<file path="config.mk">
export PLATFORM = sky130hd
export DESIGN_NAME = led_mac
export DESIGN_NICKNAME = d
export VERILOG_FILES = /design/src/hdl/led_pkg.sv /design/src/hdl/led_mac.sv
export SDC_FILE = /design/constraint.sdc
export NUM_CORES = 2
export LEC_CHECK = 0
export ABC_AREA = 1
export CAP_MARGIN = 20
export CORE_AREA = 2 2 388 294
export DETAILED_ROUTE_END_ITERATION = 6
export DIE_AREA = 0 0 390 296
export DONT_BUFFER_PORTS = 1
export PLACE_DENSITY = 0.61
export SYNTH_ARGS = -nofsm -noshare
export SYNTH_HDL_FRONTEND = slang
export SYNTH_SLANG_ARGS = --single-unit
</file>
<file path="constraint.sdc">
create_clock -name clock -period 9.62 [get_ports clock]
set_clock_uncertainty 0.1 [all_clocks]
set_input_delay 0 -clock clock [delete_from_list [all_inputs] [get_ports clock]]
set_output_delay 0 -clock clock [all_outputs]
set_load 0.005 [all_outputs]
</file>
<file path="src/hdl/led_pkg.sv">
// Package for the lower envelope deque: sizes, command and status codes.
// No dependencies; every other file of the block depends on it.
package led_pkg;

   localparam int DEPTH    = 1024;
   localparam int CW       = 32;
   localparam int PTR_W    = $clog2(DEPTH);
   localparam int CNT_W    = $clog2(DEPTH + 1);
   localparam int XW       = CW + 2;
   localparam int CVW      = XW + 1;
   localparam int EVW      = 2 * CW + 3;
   localparam int VW       = 2 * CW;
   localparam int DIV_W    = CW + 1;
   localparam int QUO_W    = CW + 2;
   localparam int CSR_AW   = 1;
   localparam int STAT_W   = 2;
   localparam int CMD_W    = 3;

   typedef enum logic [CMD_W-1:0] {
      CMD_PUSH_FRONT = 3'd0,
      CMD_PUSH_BACK  = 3'd1,
      CMD_POP_FRONT  = 3'd2,
      CMD_POP_BACK   = 3'd3,
      CMD_GET        = 3'd4,
      CMD_CLEAR      = 3'd5
   } cmd_type;

   typedef enum logic [STAT_W-1:0] {
      ST_DONE      = 2'd0,
      ST_DISCARDED = 2'd1,
      ST_FULL      = 2'd2,
      ST_EMPTY     = 2'd3
   } status_type;

   localparam logic [CSR_AW-1:0] CSR_INIT_LOW  = 1'b0;
   localparam logic [CSR_AW-1:0] CSR_INIT_HIGH = 1'b1;

endpackage

</file>
<file path="src/hdl/led_mac.sv">
// Shared evaluation unit: registered a*x + b at full precision.
// Depends on led_pkg for widths.
module led_mac (
   input  logic                             clock,
   input  logic signed [led_pkg::CW-1:0]    slope,
   input  logic signed [led_pkg::XW-1:0]    x,
   input  logic signed [led_pkg::CW-1:0]    icpt,
   output logic signed [led_pkg::EVW-1:0]   value
);
   import led_pkg::*;

   logic signed [CW+XW-1:0] prod;
   logic signed [EVW-1:0]   value_ff;

   assign prod = slope * x;

   always_ff @(posedge clock) begin
      value_ff <= EVW'(prod) + EVW'(icpt);
   end

   assign value = value_ff;
endmodule

</file>
* Yosys cells after proc, flatten, opt, wreduce, memory -nomap -nowiden
Index checks and enable logic that the tools add are counted.
** Operators by class
- Add/subtract/negate cells :: 1
- $mul :: 1
** Operators by type and width (count)
- adder 66 x 32 -> 67 bit :: 1
- multiplier 32 x 34 -> 66 bit :: 1
** Storage, ports and cells
- Bits in registers :: 67
- Logic and storage cells :: 3

* Longest topological paths before layout
- Word-level depth :: 2
- Depth in mapped cells :: 34
- Mapped depth without buffers :: 32

* Least setup slack after synthesis
OpenSTA, ideal clock, no wires.
- Kind :: input to register
- Start :: in x[33] (netlist bit)
- End :: reg value_ff[66], in the netlist value[66]
- Data arrival time :: 6.665 ns
- Required time :: 9.408 ns
- Setup slack :: 2.743 ns
- Stages :: 25
- Buffers on the path :: 1
- Path through :: clkbuf_1 > nand2_1 > inv_1 > fa_1 > inv_1 > fa_1 > inv_1 > fa_1 > fa_1 > inv_1 > fa_1 > inv_1 > fa_1 > inv_1 > fa_1 > fa_1 > inv_1 > ha_1 > inv_1 > nor3_1 > inv_1 > nor4_2 > nand2_1 > nand3_1 > nand2_1
** Between the ends
- Longest elaborated chain between the ends :: 2
** Ends and longest elaborated chain
- start: declaration :: line led_mac.sv:6 : input logic signed [led_pkg::XW-1:0] x,
- multiplier 32 x 34 -> 66 bit :: line led_mac.sv:15 : assign prod = slope * x;
- adder 66 x 32 -> 67 bit :: line led_mac.sv:18 : value_ff <= EVW'(prod) + EVW'(icpt);
- end signal: assignment :: line led_mac.sv:18
- end: declaration :: line led_mac.sv:13 : logic signed [EVW-1:0] value_ff;
No other way between the ends.

* Final worst setup path
- Start :: in x[33] (netlist bit)
- End :: reg value_ff[62], in the netlist value[62]
The elaborated chain is that of the path after synthesis.

==> out/metrics.yaml <==
outcome: "finished, final reports clean"
detailed_place_hpwl_um: 107000
cp_data_required_time_ps: 9780
top_usage_layer: "met2"
min_path_cells: 5
synth.net_count: 7187
groute.usage.overall: 0.233
critical_path.startpoint: "x[33]"
tns_ps: 0
drt_drc_violations_left: 0
floorplan.core_area_um2: 112000
clk_path_buf_depth: 2
flip_flop_count_of_the_largest_register_all_copies_and_words_added: 67
crit_path_cell_trace: "nand2_1 -> fa_1 -> inv_1 -> fa_1 -> inv_1 -> fa_1 -> inv_1 -> fa_1 -> fa_1 -> fa_1 -> inv_1 -> fa_1 -> fa_1 -> inv_1 -> ha_1 -> nand2_1 -> inv_1 -> nand2_1 -> nor3_1 -> nand2_1 -> nor3_2 -> nand2_1 -> nand3_1 -> nand2_1"
min_from: "slope[2]"
hold_path_end: "value[2]"
grt_start_max_net_pins: 35
first_iter_violations: 2265
critical_path.most_common_cell: "fa_1"
syn_inst: 5683
worst_slew_pin_slew_ps: 797
design.final.nets: 6978
layout_min_cycle_time_ps: 6870
critical_path_arrival_ps: 7020
hp-class: "in2reg"
synth-seq-cells: 67
groute.layer.met2.usage: 0.387
antenna_left: 0
route.vias.total: 32779
numClockSinks: 67
gr-usage-met3: 0.0423
design_area_um2: 45700
globalRoute.totalOverflow: 0
yosysSeqAreaShare: 0.0303
synth_edf_count: 0
initial_core_util: 0.395
ys.flop_type: "dfxtp_1"
clock-root-buffer: "clkbuf_16"
wl_per_cell_um: 18.3
worstSetupEndpointType: "flop"
fin_crit_sh: 0.714
ctsResizeCount: 0
tritoncts: "done"
layout-drive-gt1-share: 0.0192
post-place-cells: 6929
syn2layout_area_growth_pct: 3.09
vias_in_the_first_global_route: 36391
global_route.usage.met1: 0.317
first_pass_iters: 6
most_common_library_cell_in_the_layout_ignoring_fill_and_taps: "inv_1"
placement.io_buffers: 0
crit_type: "in2reg"
finalSetupViolations: 0
finish.cell_count_without_fillers: 6950
ys_types: 29
timing.critical_path.slowest_stage_cell: "fa_1"
cp_top_family: "adder cells"
worstPathBufferInverterCount: 6
floorplan.die.width_um: 390
maxClockFrequency_mhz: 146
drv.max_cap_violation_count: 0
place_congestion: 0.959
dpl-instance-area_um2: 45300
crit_path_max_fanout: 32
total_clock_buffers_created_by_cts: 9
yosys_warnings: 0
final_cell_mix: "inv_1 (1953), nand2_1 (1646), fa_1 (1184)"
antenna_violations_before_repair: 0
wire_length_of_the_first_global_routing_pass_um: 207000
finalMaxSlewViolations: 0
num_antenna_cells: 0
cts_hold_buffers: 5
synth-async-reset-ratio: 0
postSynthAreaPerCell_um2: 7.80
boundaryPins: 166
crit_path_max_cell_delay_ps: 830
die_h_um: 296
reg_clk_slew_reported_paths_ps: 70
core.rowCount: 107
routed_wl_um: 127000
grt_setup_unrepaired: "no"
clock_tree.htree_level_count: 3
setup.worst_path.start_class: "input pin"
post-cts-setup-buffers: 0
timing.final.hold_violations: 0
routed_via_density: 4.72
max_slew_margin: 0.468
design.die.area_um2: 115000
synthesis.area_um2: 44300
## worst max-delay path by stage
stage / end / slack (ps) / depth (start not counted)
floorplan: value[66] / 2740 / 25
global placement: value[64] / 2490 / 27
detailed placement: value[62] / 2380 / 24
CTS: value[62] / 2730 / 24
global route: value[62] / 2320 / 24
finish: value[62] / 2750 / 24
## cells by family after synthesis
group | share of synthesized area
AO/OA/AOI/OAI | 0.00836
AND/OR/NAND/NOR | 0.172
buffers and inverters | 0.186
flip-flops | 0.0303
XOR/XNOR | 0.00672
adder cells (fa/ha/maj) | 0.597
## per-layer routing
layer | routed length (µm) | up-vias | share of wire
li1 | - | 14914 | -
met1 | 54500 | 16589 | 0.43
met2 | 59300 | 1117 | 0.47
met3 | 9870 | 159 | 0.078
met4 | 3460 | 0 | 0.027
met5 | 0 | - | 0
## synth_stat cells (all sizes together) (4+ instances only)
master | count | area share
a21oi | 54 | 0.0061
and3 | 4 | 0.00056
buf | 9 | 0.00076
clkbuf | 220 | 0.019
dfxtp | 67 | 0.030
fa | 1184 | 0.53
ha | 221 | 0.062
inv | 1960 | 0.17
nand2 | 1669 | 0.14
nand3 | 68 | 0.0081
nand4 | 19 | 0.0027
nor2 | 126 | 0.013
nor3 | 16 | 0.0024
nor4 | 5 | 0.00085
o21ai | 5 | 0.00056
o21bai | 10 | 0.0017
or2 | 7 | 0.00099
xor2 | 32 | 0.0063
## layout make-up
type,count,area [µm²]
Sequential cell,67,1340
Multi-Input combinational cell,3425,34800
Clock inverter,7,82.6
Tap cell,1471,1840
Fill cell,11548,66500
Clock buffer,9,225
Timing Repair Buffer,9,80.1
Inverter,1962,7360
## per-stage QoR
step	hold slack [ps]	setup slack, ps	util
5_1_grt	69.2	2320	0.407
2_1_floorplan	29.8	2740	-
4_1_cts	22.7	2730	0.407
6_report	35.1	2750	0.407
3_3_place_gp	33.9	2490	0.404
3_5_place_dp	39.9	2380	0.404
Power is left out: the tool's default activity adds up to more than one toggle a clock period on the data nets, which glitch-free logic cannot reach.
