### src/hdl/led_pkg.sv
// Package for the lower envelope deque: sizes, command and status codes.
// No dependencies; every other file of the block depends on it.
package led_pkg;

   localparam int DEPTH    = 1024;
   localparam int CW       = 32;
   localparam int PTR_W    = $clog2(DEPTH);
   localparam int CNT_W    = $clog2(DEPTH + 1);
   localparam int XW       = CW + 2;
   localparam int CVW      = XW + 1;
   localparam int EVW      = 2 * CW + 3;
   localparam int VW       = 2 * CW;
   localparam int DIV_W    = CW + 1;
   localparam int QUO_W    = CW + 2;
   localparam int CSR_AW   = 1;
   localparam int STAT_W   = 2;
   localparam int CMD_W    = 3;

   typedef enum logic [CMD_W-1:0] {
      CMD_PUSH_FRONT = 3'd0,
      CMD_PUSH_BACK  = 3'd1,
      CMD_POP_FRONT  = 3'd2,
      CMD_POP_BACK   = 3'd3,
      CMD_GET        = 3'd4,
      CMD_CLEAR      = 3'd5
   } cmd_type;

   typedef enum logic [STAT_W-1:0] {
      ST_DONE      = 2'd0,
      ST_DISCARDED = 2'd1,
      ST_FULL      = 2'd2,
      ST_EMPTY     = 2'd3
   } status_type;

   localparam logic [CSR_AW-1:0] CSR_INIT_LOW  = 1'b0;
   localparam logic [CSR_AW-1:0] CSR_INIT_HIGH = 1'b1;

endpackage

### src/hdl/led_div.sv
// Iterative signed floor divider, one quotient bit per cycle.
// Depends on led_pkg for widths.
module led_div (
   input  logic                               clock,
   input  logic                               reset,
   input  logic                               start,
   input  logic signed [led_pkg::DIV_W-1:0]   num,
   input  logic signed [led_pkg::DIV_W-1:0]   den,
   output logic                               done,
   output logic signed [led_pkg::QUO_W-1:0]   quo
);
   import led_pkg::*;

   localparam int CNTW = $clog2(DIV_W + 1);

   logic              busy_ff, busy_in;
   logic              done_ff, done_in;
   logic [CNTW-1:0]   cnt_ff, cnt_in;
   logic [DIV_W-1:0]  qm_ff, qm_in;
   logic [DIV_W-1:0]  rm_ff, rm_in;
   logic [DIV_W-1:0]  dm_ff, dm_in;
   logic              neg_ff, neg_in;
   logic [DIV_W:0]    trial;
   logic signed [QUO_W-1:0] qpos;

   always_comb begin
      busy_in = busy_ff;
      done_in = 1'b0;
      cnt_in  = cnt_ff;
      qm_in   = qm_ff;
      rm_in   = rm_ff;
      dm_in   = dm_ff;
      neg_in  = neg_ff;
      trial   = {rm_ff, qm_ff[DIV_W-1]};
      if (start) begin
         busy_in = 1'b1;
         cnt_in  = CNTW'(DIV_W);
         qm_in   = num[DIV_W-1] ? DIV_W'(-num) : DIV_W'(num);
         dm_in   = den[DIV_W-1] ? DIV_W'(-den) : DIV_W'(den);
         rm_in   = '0;
         neg_in  = num[DIV_W-1] ^ den[DIV_W-1];
      end else if (busy_ff) begin
         if (trial >= {1'b0, dm_ff}) begin
            rm_in = DIV_W'(trial - {1'b0, dm_ff});
            qm_in = {qm_ff[DIV_W-2:0], 1'b1};
         end else begin
            rm_in = trial[DIV_W-1:0];
            qm_in = {qm_ff[DIV_W-2:0], 1'b0};
         end
         cnt_in = cnt_ff - CNTW'(1);
         if (cnt_ff == CNTW'(1)) begin
            busy_in = 1'b0;
            done_in = 1'b1;
         end
      end
   end

   always_ff @(posedge clock) begin
      if (reset) begin
         busy_ff <= 1'b0;
         done_ff <= 1'b0;
      end else begin
         busy_ff <= busy_in;
         done_ff <= done_in;
      end
   end

   always_ff @(posedge clock) begin
      cnt_ff <= cnt_in;
      qm_ff  <= qm_in;
      rm_ff  <= rm_in;
      dm_ff  <= dm_in;
      neg_ff <= neg_in;
   end

   // Truncated quotient toward zero, then moved down one when signs differ and
   // the remainder is nonzero.
   assign qpos = QUO_W'({1'b0, qm_ff});
   always_comb begin
      if (!neg_ff) begin
         quo = qpos;
      end else if (rm_ff != '0) begin
         quo = -qpos - QUO_W'(1);
      end else begin
         quo = -qpos;
      end
   end
   assign done = done_ff;
endmodule

### config.mk
export PLATFORM = sky130hd
export DESIGN_NAME = led_div
export DESIGN_NICKNAME = d
export VERILOG_FILES = /design/src/hdl/led_pkg.sv /design/src/hdl/led_div.sv
export SDC_FILE = /design/constraint.sdc
export NUM_CORES = 1
export LEC_CHECK = 0
export ABC_CLOCK_PERIOD_IN_PS = 11430
export BUFFER_PORTS_ARGS = -buffer_cell sky130_fd_sc_hd__buf_2
export CORE_UTILIZATION = 38
export DETAILED_ROUTE_END_ITERATION = 16
export PLACE_DENSITY = 0.64
export SYNTH_ARGS = -nofsm -noshare
export SYNTH_HDL_FRONTEND = slang
export SYNTH_SLANG_ARGS = --single-unit
### constraint.sdc
create_clock -name clock -period 11.43 [get_ports clock]
set_input_delay 1.143 -clock clock [delete_from_list [all_inputs] [get_ports clock]]
set_output_delay 1.143 -clock clock [all_outputs]
set_load 0.1 [all_outputs]
Word level (Yosys, flattened, before mapping)
Index checks and enable logic that the tools add are counted.
{"block": "word_totals", "memories": 0, "rom_bits": 0, "ff_bits": 108, "inputBits": 69, "ramBits": 0, "latchBits": 0, "elab_cells": 33}
{"block": "classes", "n_div": 0, "n_addsub": 6, "reduce_logical": 3, "bitwise": 2, "n_lt_le_gt_ge": 1, "mux": 12, "shifts": 0, "n_mul": 0, "n_eq_ne": 1}
{"operator": "33-bit 2-to-1 mux", "count": 4}
{"operator": "34-bit 2-to-1 mux", "count": 2}
{"operator": "33-bit negation", "count": 2}
{"operator": "34-bit by 33-bit >= comparator with 1-bit output", "count": 1}
{"operator": "33-bit negation with 34-bit output", "count": 1}
{"operator": "34-bit by 2-bit subtractor with 34-bit output, second input constant", "count": 1}
{"operator": "33-bit nonzero test", "count": 1}
{"operator": "33-bit subtractor", "count": 1}
{"operator": "32-bit 2-to-1 mux", "count": 1}
{"operator": "6-bit by 1-bit == test with 1-bit output, second input constant", "count": 1}
{"operator": "6-bit by 1-bit subtractor with 6-bit output, second input constant", "count": 1}
{"operator": "1-bit 2-to-1 mux", "count": 5}
{"operator": "3-bit OR reduction", "count": 1}
{"operator": "2-bit nonzero test", "count": 1}
{"operator": "1-bit NOT", "count": 1}
{"operator": "1-bit XOR", "count": 1}

Logic depth before layout (Yosys ltp)
Gate-level depths: netlist (run 1).
{"block": "logic_depth", "ltp_word": 4, "ltp_mapped": 14}

Worst setup path after synthesis (run 1)
No wires, ideal clock.
{"block": "synth_path", "kind": "reg2out", "from": "reg qm_ff[0]", "to": "out quo[32] in the netlist's numbering", "path_slack_ps": 5453, "t_arrival_ps": 4834, "path_stages_with_launch": 15, "path_buffers": 3, "path_cell_list": "edfxtp_1 -> clkbuf_1 -> inv_1 -> ha_1 -> buf_4 -> or3b_1 -> buf_2 -> or4_4 -> a21o_1 -> a211o_1 -> nor4_4 -> nand2_2 -> o2111ai_1 -> o211ai_1 -> xnor2_1"}
{"block": "synth_between", "elab_chain_len": 4}
{"item": "start, declared", "line_no": "led_div.sv:19", "source": "logic [DIV_W-1:0] qm_ff, qm_in;"}
{"item": "start signal, assigned", "line_no": "led_div.sv:70", "source": "qm_ff <= qm_in;"}
{"item": "33-bit negation with 34-bit output *", "line_no": "led_div.sv:83, led_div.sv:85"}
{"item": "34-bit by 2-bit subtractor with 34-bit output", "line_no": "led_div.sv:83", "source": "quo = -qpos - QUO_W'(1);"}
{"item": "34-bit 2-to-1 mux *", "line_no": "led_div.sv:82", "source": "end else if (rm_ff != '0) begin"}
{"item": "34-bit 2-to-1 mux *", "line_no": "led_div.sv:80", "source": "if (!neg_ff) begin"}
{"item": "end, declared", "line_no": "led_div.sv:10", "source": "output logic signed [led_pkg::QUO_W-1:0] quo"}
Every way passes the cells marked *; elsewhere a longest branch is shown, timed or not.

Final worst setup path (run 1)
{"block": "layout_path", "from": "reg qm_ff[0]", "to": "out quo[29] in the netlist's numbering"}
The elaborated chain is that of the path after synthesis.

==> results of run 1 <==
## kinds of logic (layout without fill, tap and decap cells)
group	count (synthesis)	in the layout
simple gates	426	426
xor+xnor	136	136
mux	35	35
buf+inv	121	185
fa+ha+maj	39	39
compound gates	277	277
flops	108	108
## metal layers
| metal | track usage [%] | part of all wire, % | up-vias |
|---|---|---|---|
| met5 | 0 | 0 | - |
| met4 | 4.62 | 1.4 | 0 |
| met3 | 2.61 | 4.4 | 22 |
| met2 | 29.5 | 44 | 233 |
| met1 | 27.3 | 50 | 3856 |
| li1 | - | - | 4291 |
## final cells by class
type,count,area [um^2]
repair buffers,112,586
clock buffers,10,229
flip-flops and latches,108,2830
inverters,57,214
well taps,319,399
clock inverters,6,71.3
fillers,2405,13400
multi-input cells,913,6030
## worst max-delay path: stages, from the launching register on
cell       delay [ns]
edfxtp_1         0.52
inv_1            0.15
ha_1             0.31
nor3b_1          0.65
nand4_1          0.68
nor3_1           0.56
o2111ai_1        0.21
a211oi_1         0.48
nand3_2          0.25
mux2i_1          0.17
a31oi_1          0.22
xor2_1           0.16
buf_2            0.44
## placed cells by master (no fill, tap or decap), types with 24 or more instances in the layout
cell type and count:
xnor2_1 90, a21oi_1 74, nor3_1 38, nand2_1 95
ha_1 38, o21ai_0 51, dfxtp_1 40, nand3_1 34
xor2_1 46, buf_2 102, nor4_1 24, edfxtp_1 67
a211oi_1 31, nor2_1 119, mux2i_1 30, inv_1 57
## state kept, by name, summed over array words and instances, names as in the netlist
register,flops
neg_ff,1
qm_ff,33
rm_ff,33
done,1
cnt_ff,6
busy_ff,1
dm_ff,33
## report_power, final
part           internal [mW]  switching [mW]
clock network          0.172           0.147
registers              0.460          0.0509
logic                  0.176           0.413
total                  0.809           0.611
## worst max-delay path by stage
stage | startpoint | end | cells past startpoint
after CTS | qm_ff[0]$_DFFE_PP_ | quo[29] | 12
after global routing | qm_ff[0]$_DFFE_PP_ | quo[29] | 12
after global placement | qm_ff[0]$_DFFE_PP_ | quo[29] | 12
after detailed placement | qm_ff[0]$_DFFE_PP_ | quo[29] | 12
final | qm_ff[0]$_DFFE_PP_ | quo[29] | 12
after floorplan | qm_ff[0]$_DFFE_PP_ | quo[32] | 14
## per-stage QoR
stage / worst slack [ns] / instance area [um^2] / utilization (%) / power (mW) / hold WS (ns)
floorplan: 5.45 / 9320 / - / 0.988 / 0.469
global placement: 5.68 / 10100 / 42.4 / 1.10 / 0.483
detailed placement: 5.59 / 10100 / 42.4 / 1.11 / 0.494
CTS: 5.19 / 10400 / 43.6 / 1.43 / 0.504
global route: 4.78 / 10400 / 43.6 / 1.50 / 0.551
finish: 5.13 / 10400 / 43.6 / 1.42 / 0.499
==> results.cfg, run 1 <==
[global_route]
grt_max_degree = 75
grt_pass1_vias = 7575
antenna_found_initial = 0
grt_first_pass_wirelength_um = 38000
track_usage_pct = 18.9
grt_remaining_overflow = 0

[placement]
hpwl_um = 17700
dp.cells = 1509
gp_congestion = 0.956
io_buffers = 103

[logic_synthesis]
synth-edff-count = 67
postSynthAreaPerCell_um2 = 8.16
synth_fa_ha_area_share_pct = 5.32
muxShareOfSynthArea_pct = 3.83
synth_area_leaders = edfxtp_1 (22%), dfxtp_1 (8.8%), xnor2_1 (8.5%)
synthTopCellsByCount = nor2_1 (120), nand2_1 (95), xnor2_1 (90), a21oi_1 (74), edfxtp_1 (67)
yosysTopAreaCell = edfxtp_1
synth_top_family_by_area = simple AND/OR/NAND/NOR gates
synth_flop_cell = edfxtp_1
synth-seq-area-share_pct = 30.4
yosys.area.top_type_share_pct = 21.6
synth_cell_types = 77
yosys.area_share.simple_pct = 23.2
synth-seq-cells = 108
synthXorXnorAreaFrac_pct = 12.8
syn_nets = 1250
yosys.cell_count.top_type = nor2_1
synth_cells = 1142
synth_area_mm2 = 0.00932
synth-compound-area-share_pct = 19.5
yosysWarnings = 0
async_reset_ff_share_pct = 0

[drt]
num_vias = 8402
ant_nets = 0
routed_via_density = 5.51
drt_first_pass_iters = 5
drc = 0
wl_per_cell_um = 15.1
drt-total-wl_um = 23100
drt_iter0_markers = 565

[power_and_ir_drop]
powerDensity_mw_per_mm2 = 137
ir_drop_uv = 73.2
p_leak_nw = 4.07

[critical_path]
r2r_cells = 14
cp-end-kind = output pin
r2r-start = qm_ff[32]$_DFFE_PP_
start_kind = flop
reg2reg_slack_ns = 7.57
cp_max_fo = 15
r2r-end = rm_ff[0]$_SDFFE_PP0P_
required_ns = 10.29
crit_type = flop to output pin
cp.arrival_ns = 5.15

[clock_tree]
cts_buffers = 9
cts_tree = done
clockBufferDepth = 2
clk_latency_ns = 0.36
holdBufCountCts = 0
post_cts_buffers = 0
cts_root_buf = clkbuf_16
clkTransAtPathRegs_ns = 0.07
cts_resized = 0
cts_num_sinks = 108
h-tree-depth = 3

[timing]
rsz0062_at_grt = no
slew_violations = 0
relSlewSlack_pct = 30.9
final.period_utilization_pct = 55.1
skew_ns = 0.0168
finalSetupViolCount = 0
period_needed_ns = 6.30
fmax_ghz = 0.159
setup_tns_ns = 0
finalHoldViolCount = 0
tightest_slew_ns = 1.03

[layout]
fin_cells = 1525
antenna_cells = 0
fin_nets = 1309
drive_above_1_share_pct = 12.9
area_delta_synth_final_pct = 11.2

[die]
die_x_um = 159
initial_core_util_pct = 39.2
die-area_mm2 = 0.0252
ios = 104
core_mm2 = 0.0238
fp.dieH_um = 159
row_count = 56

[min_path]
min_path_type = flop to flop
worstHoldEndpoint = cnt_ff[1]$_SDFFE_PP0P_
hp-start = cnt_ff[1]$_SDFFE_PP0P_
holdPathStages = 2

[outcome]
status = finished, final reports clean

[flow_run]
maxCapViolCount = 0
(Power assumes the default switching activity.)
==> run 2, diff against run 1 <==
Settings changed: ABC_AREA from default to 1, ABC_CLOCK_PERIOD_IN_PS 11430 to 5750, PLACE_DENSITY 0.64 to 0.65.
Clock period 11.43 ns to 5.75 ns, I/O delays scaled along.
==> run 2 against run 1 <==
Design area increased by 12%. Sequential share of layout area decreased by 2.9 points. Critical path depth increased by 3. Clock power increased by 84%. Clock skew decreased by 0.0031 ns. Global-route usage increased by 2.5 points. Count of clock-buffer cells in the layout unchanged. Wire length increased by 29%. Worst hold slack got worse by 0.084 ns. Die area increased by 12%.
==> results.cfg, run 2 <==
[global_route]
grt_pass1_vias = 10100
grt_remaining_overflow = 0
antenna_found_initial = 0
grt_max_degree = 60
track_usage_pct = 21.4
grt_first_pass_wirelength_um = 49100

[critical_path]
cp.arrival_ns = 3.25
crit_type = flop to output pin
crit_chain = inv_2 -> ha_1 -> nand2_1 -> nor2_2 -> nand3_1 -> nand2_2 -> nand2_1 -> nor2_4 -> nand3_1 -> nor2_2 -> nand2_1 -> nand2_1 -> nand3_1 -> o21ai_1 -> buf_2
cp-end-kind = output pin
start_kind = flop
cp_max_fo = 10
crit_top_cell = nand2_1
required_ns = 5.18
slowest_delay_ns = 0.44
cp_slowest_cell = buf_2

[layout]
area_delta_synth_final_pct = 10.7
multi_input_area_mm2 = 0.00678
drive_above_1_share_pct = 12.3
seq_area_mm2 = 0.00283
final_common_cell = nand2_1
reg_top3 = dm_ff (33), qm_ff (33), rm_ff (33)
fillCellCount = 2870
post-route-util_pct = 43.0
antenna_cells = 0
layout_common_cells = nand2_1 (459), nor2_1 (193), inv_1 (184)
fin_nets = 1828

[logic_synthesis]
synth_cells = 1636
synth_cell_types = 43
synth_area_mm2 = 0.0105
yosysTopAreaCell = edfxtp_1
synth_flop_cell = edfxtp_1
yosysWarnings = 0
postSynthAreaPerCell_um2 = 6.40
synthTopCellsByCount = nand2_1 (459), nor2_1 (195), inv_1 (184), nand3_1 (140), o21ai_0 (99)
yosys.cell_count.top_type = nand2_1
async_reset_ff_share_pct = 0
synth-seq-area-share_pct = 27.1
syn_nets = 1744
synth_area_leaders = edfxtp_1 (19%), nand2_1 (16%), dfxtp_1 (7.8%)
yosys.area.top_type_share_pct = 19.2
synth-edff-count = 67
synth-seq-cells = 108

[outcome]
status = finished, final reports clean

[clock_tree]
h-tree-depth = 3
clkTransAtPathRegs_ns = 0.08
cts_buffers = 9
cts_num_sinks = 108
cts_root_buf = clkbuf_16
cts_resized = 0
post_cts_buffers = 0
cts_tree = done
holdBufCountCts = 0
clk_latency_ns = 0.36
clockBufferDepth = 2

[flow_run]
maxCapViolCount = 0

[drt]
ant_nets = 0
drt_first_pass_iters = 7
routed_via_density = 5.20
wl_per_cell_um = 14.4
num_vias = 10800
drt_iter0_markers = 908
drc = 0
drt-total-wl_um = 29800

[timing]
setup_tns_ns = 0
final.period_utilization_pct = 66.5
slew_violations = 0
rsz0062_at_grt = no
finalHoldViolCount = 0
layout_setup_ws_ns = 1.93
tightest_slew_ns = 1.01
finalSetupViolCount = 0
skew_ns = 0.0137
fmax_ghz = 0.262
relSlewSlack_pct = 32.4
period_needed_ns = 3.82

[die]
core_mm2 = 0.0270
die_x_um = 168
fp.dieH_um = 168
ios = 104
die-area_mm2 = 0.0282
initial_core_util_pct = 38.8
row_count = 60

[placement]
io_buffers = 103
pre_cts_slack_ns = 2.12
hpwl_um = 24000
gp_congestion = 1.00

[power_and_ir_drop]
powerDensity_mw_per_mm2 = 211
p_leak_nw = 5.36
ir_drop_uv = 137

[min_path]
min_path_type = input pin to flop
## run 2: cell types whose count changed in the layout (fill, tap and decap cells not counted), sizes merged, moves of 59 or more
cell and change:
xnor2 -60, nand3 +110, nand2 +389, inv +133, o21ai +59, nor2 +110
## run 2: cell families after synthesis
family / synth area share (%)
xor gates and xnor gates: 7.70
and+or+nand+nor: 42.8
AOI/OAI and AO/OA: 9.43
adders and majority gates: 4.73
DFF: 27.1
buffers and inverters: 8.24
## run 2: layout make-up
class / instances / area share [%]
inverter: 191 / 6.18
clock inverter: 6 / 0.421
sequential: 108 / 24.4
multi-input combinational: 1301 / 58.5
timing repair buffer: 109 / 4.84
clock buffer: 10 / 1.98
tap: 341 / 3.68
## run 2: worst paths after layout
path / start / cells after the start / slack [ns] / endpoint
setup reg to reg: qm_ff[32]$_DFFE_PP_ / 13 / 2.09 / rm_ff[11]$_SDFFE_PP0P_
hold reg to reg: rm_ff[27]$_SDFFE_PP0P_ / 2 / 0.47 / rm_ff[27]$_SDFFE_PP0P_
setup / recovery: qm_ff[0]$_DFFE_PP_ / 15 / 1.93 / quo[27]
hold / removal: reset / 2 / 0.41 / done$_SDFF_PP0_
## run 2: per-layer routing
| metal | up-vias | wire, um | track usage (%) |
|---|---|---|---|
| met1 | 4882 | 13500 | 27.4 |
| met4 | 0 | 790 | 6.78 |
| li1 | 5509 | - | - |
| met5 | - | 0 | 0 |
| met2 | 302 | 14300 | 37.8 |
| met3 | 57 | 1210 | 2.05 |
## run 2: power by group
group / internal, mW / switching (mW)
registers: 0.895 / 0.0573
clock network: 0.298 / 0.289
logic: 0.209 / 0.700
## run 2: critical path, delay by kind of cell, from the launching register on
| family | cells | cell delay [ns] |
|---|---|---|
| and+or+nand+nor | 11 | 1.45 |
| buffers and inverters | 2 | 0.65 |
| DFF | 1 | 0.38 |
| adders and majority gates | 1 | 0.31 |
| AOI/OAI and AO/OA | 1 | 0.10 |
## run 2: metrics by stage
| stage | total power, mW | std cells | hold WS [ns] | instance area, um^2 |
|---|---|---|---|---|
| 6_report | 2.45 | 2066 | 0.414 | 11600 |
| 5_1_grt | 2.57 | 2066 | 0.407 | 11600 |
| 4_1_cts | 2.46 | 2066 | 0.420 | 11600 |
| 3_5_place_dp | 1.87 | 2050 | 0.465 | 11300 |
| 3_3_place_gp | 1.86 | 2050 | 0.463 | 11300 |
| 2_1_floorplan | 1.66 | 1636 | 0.449 | 10500 |
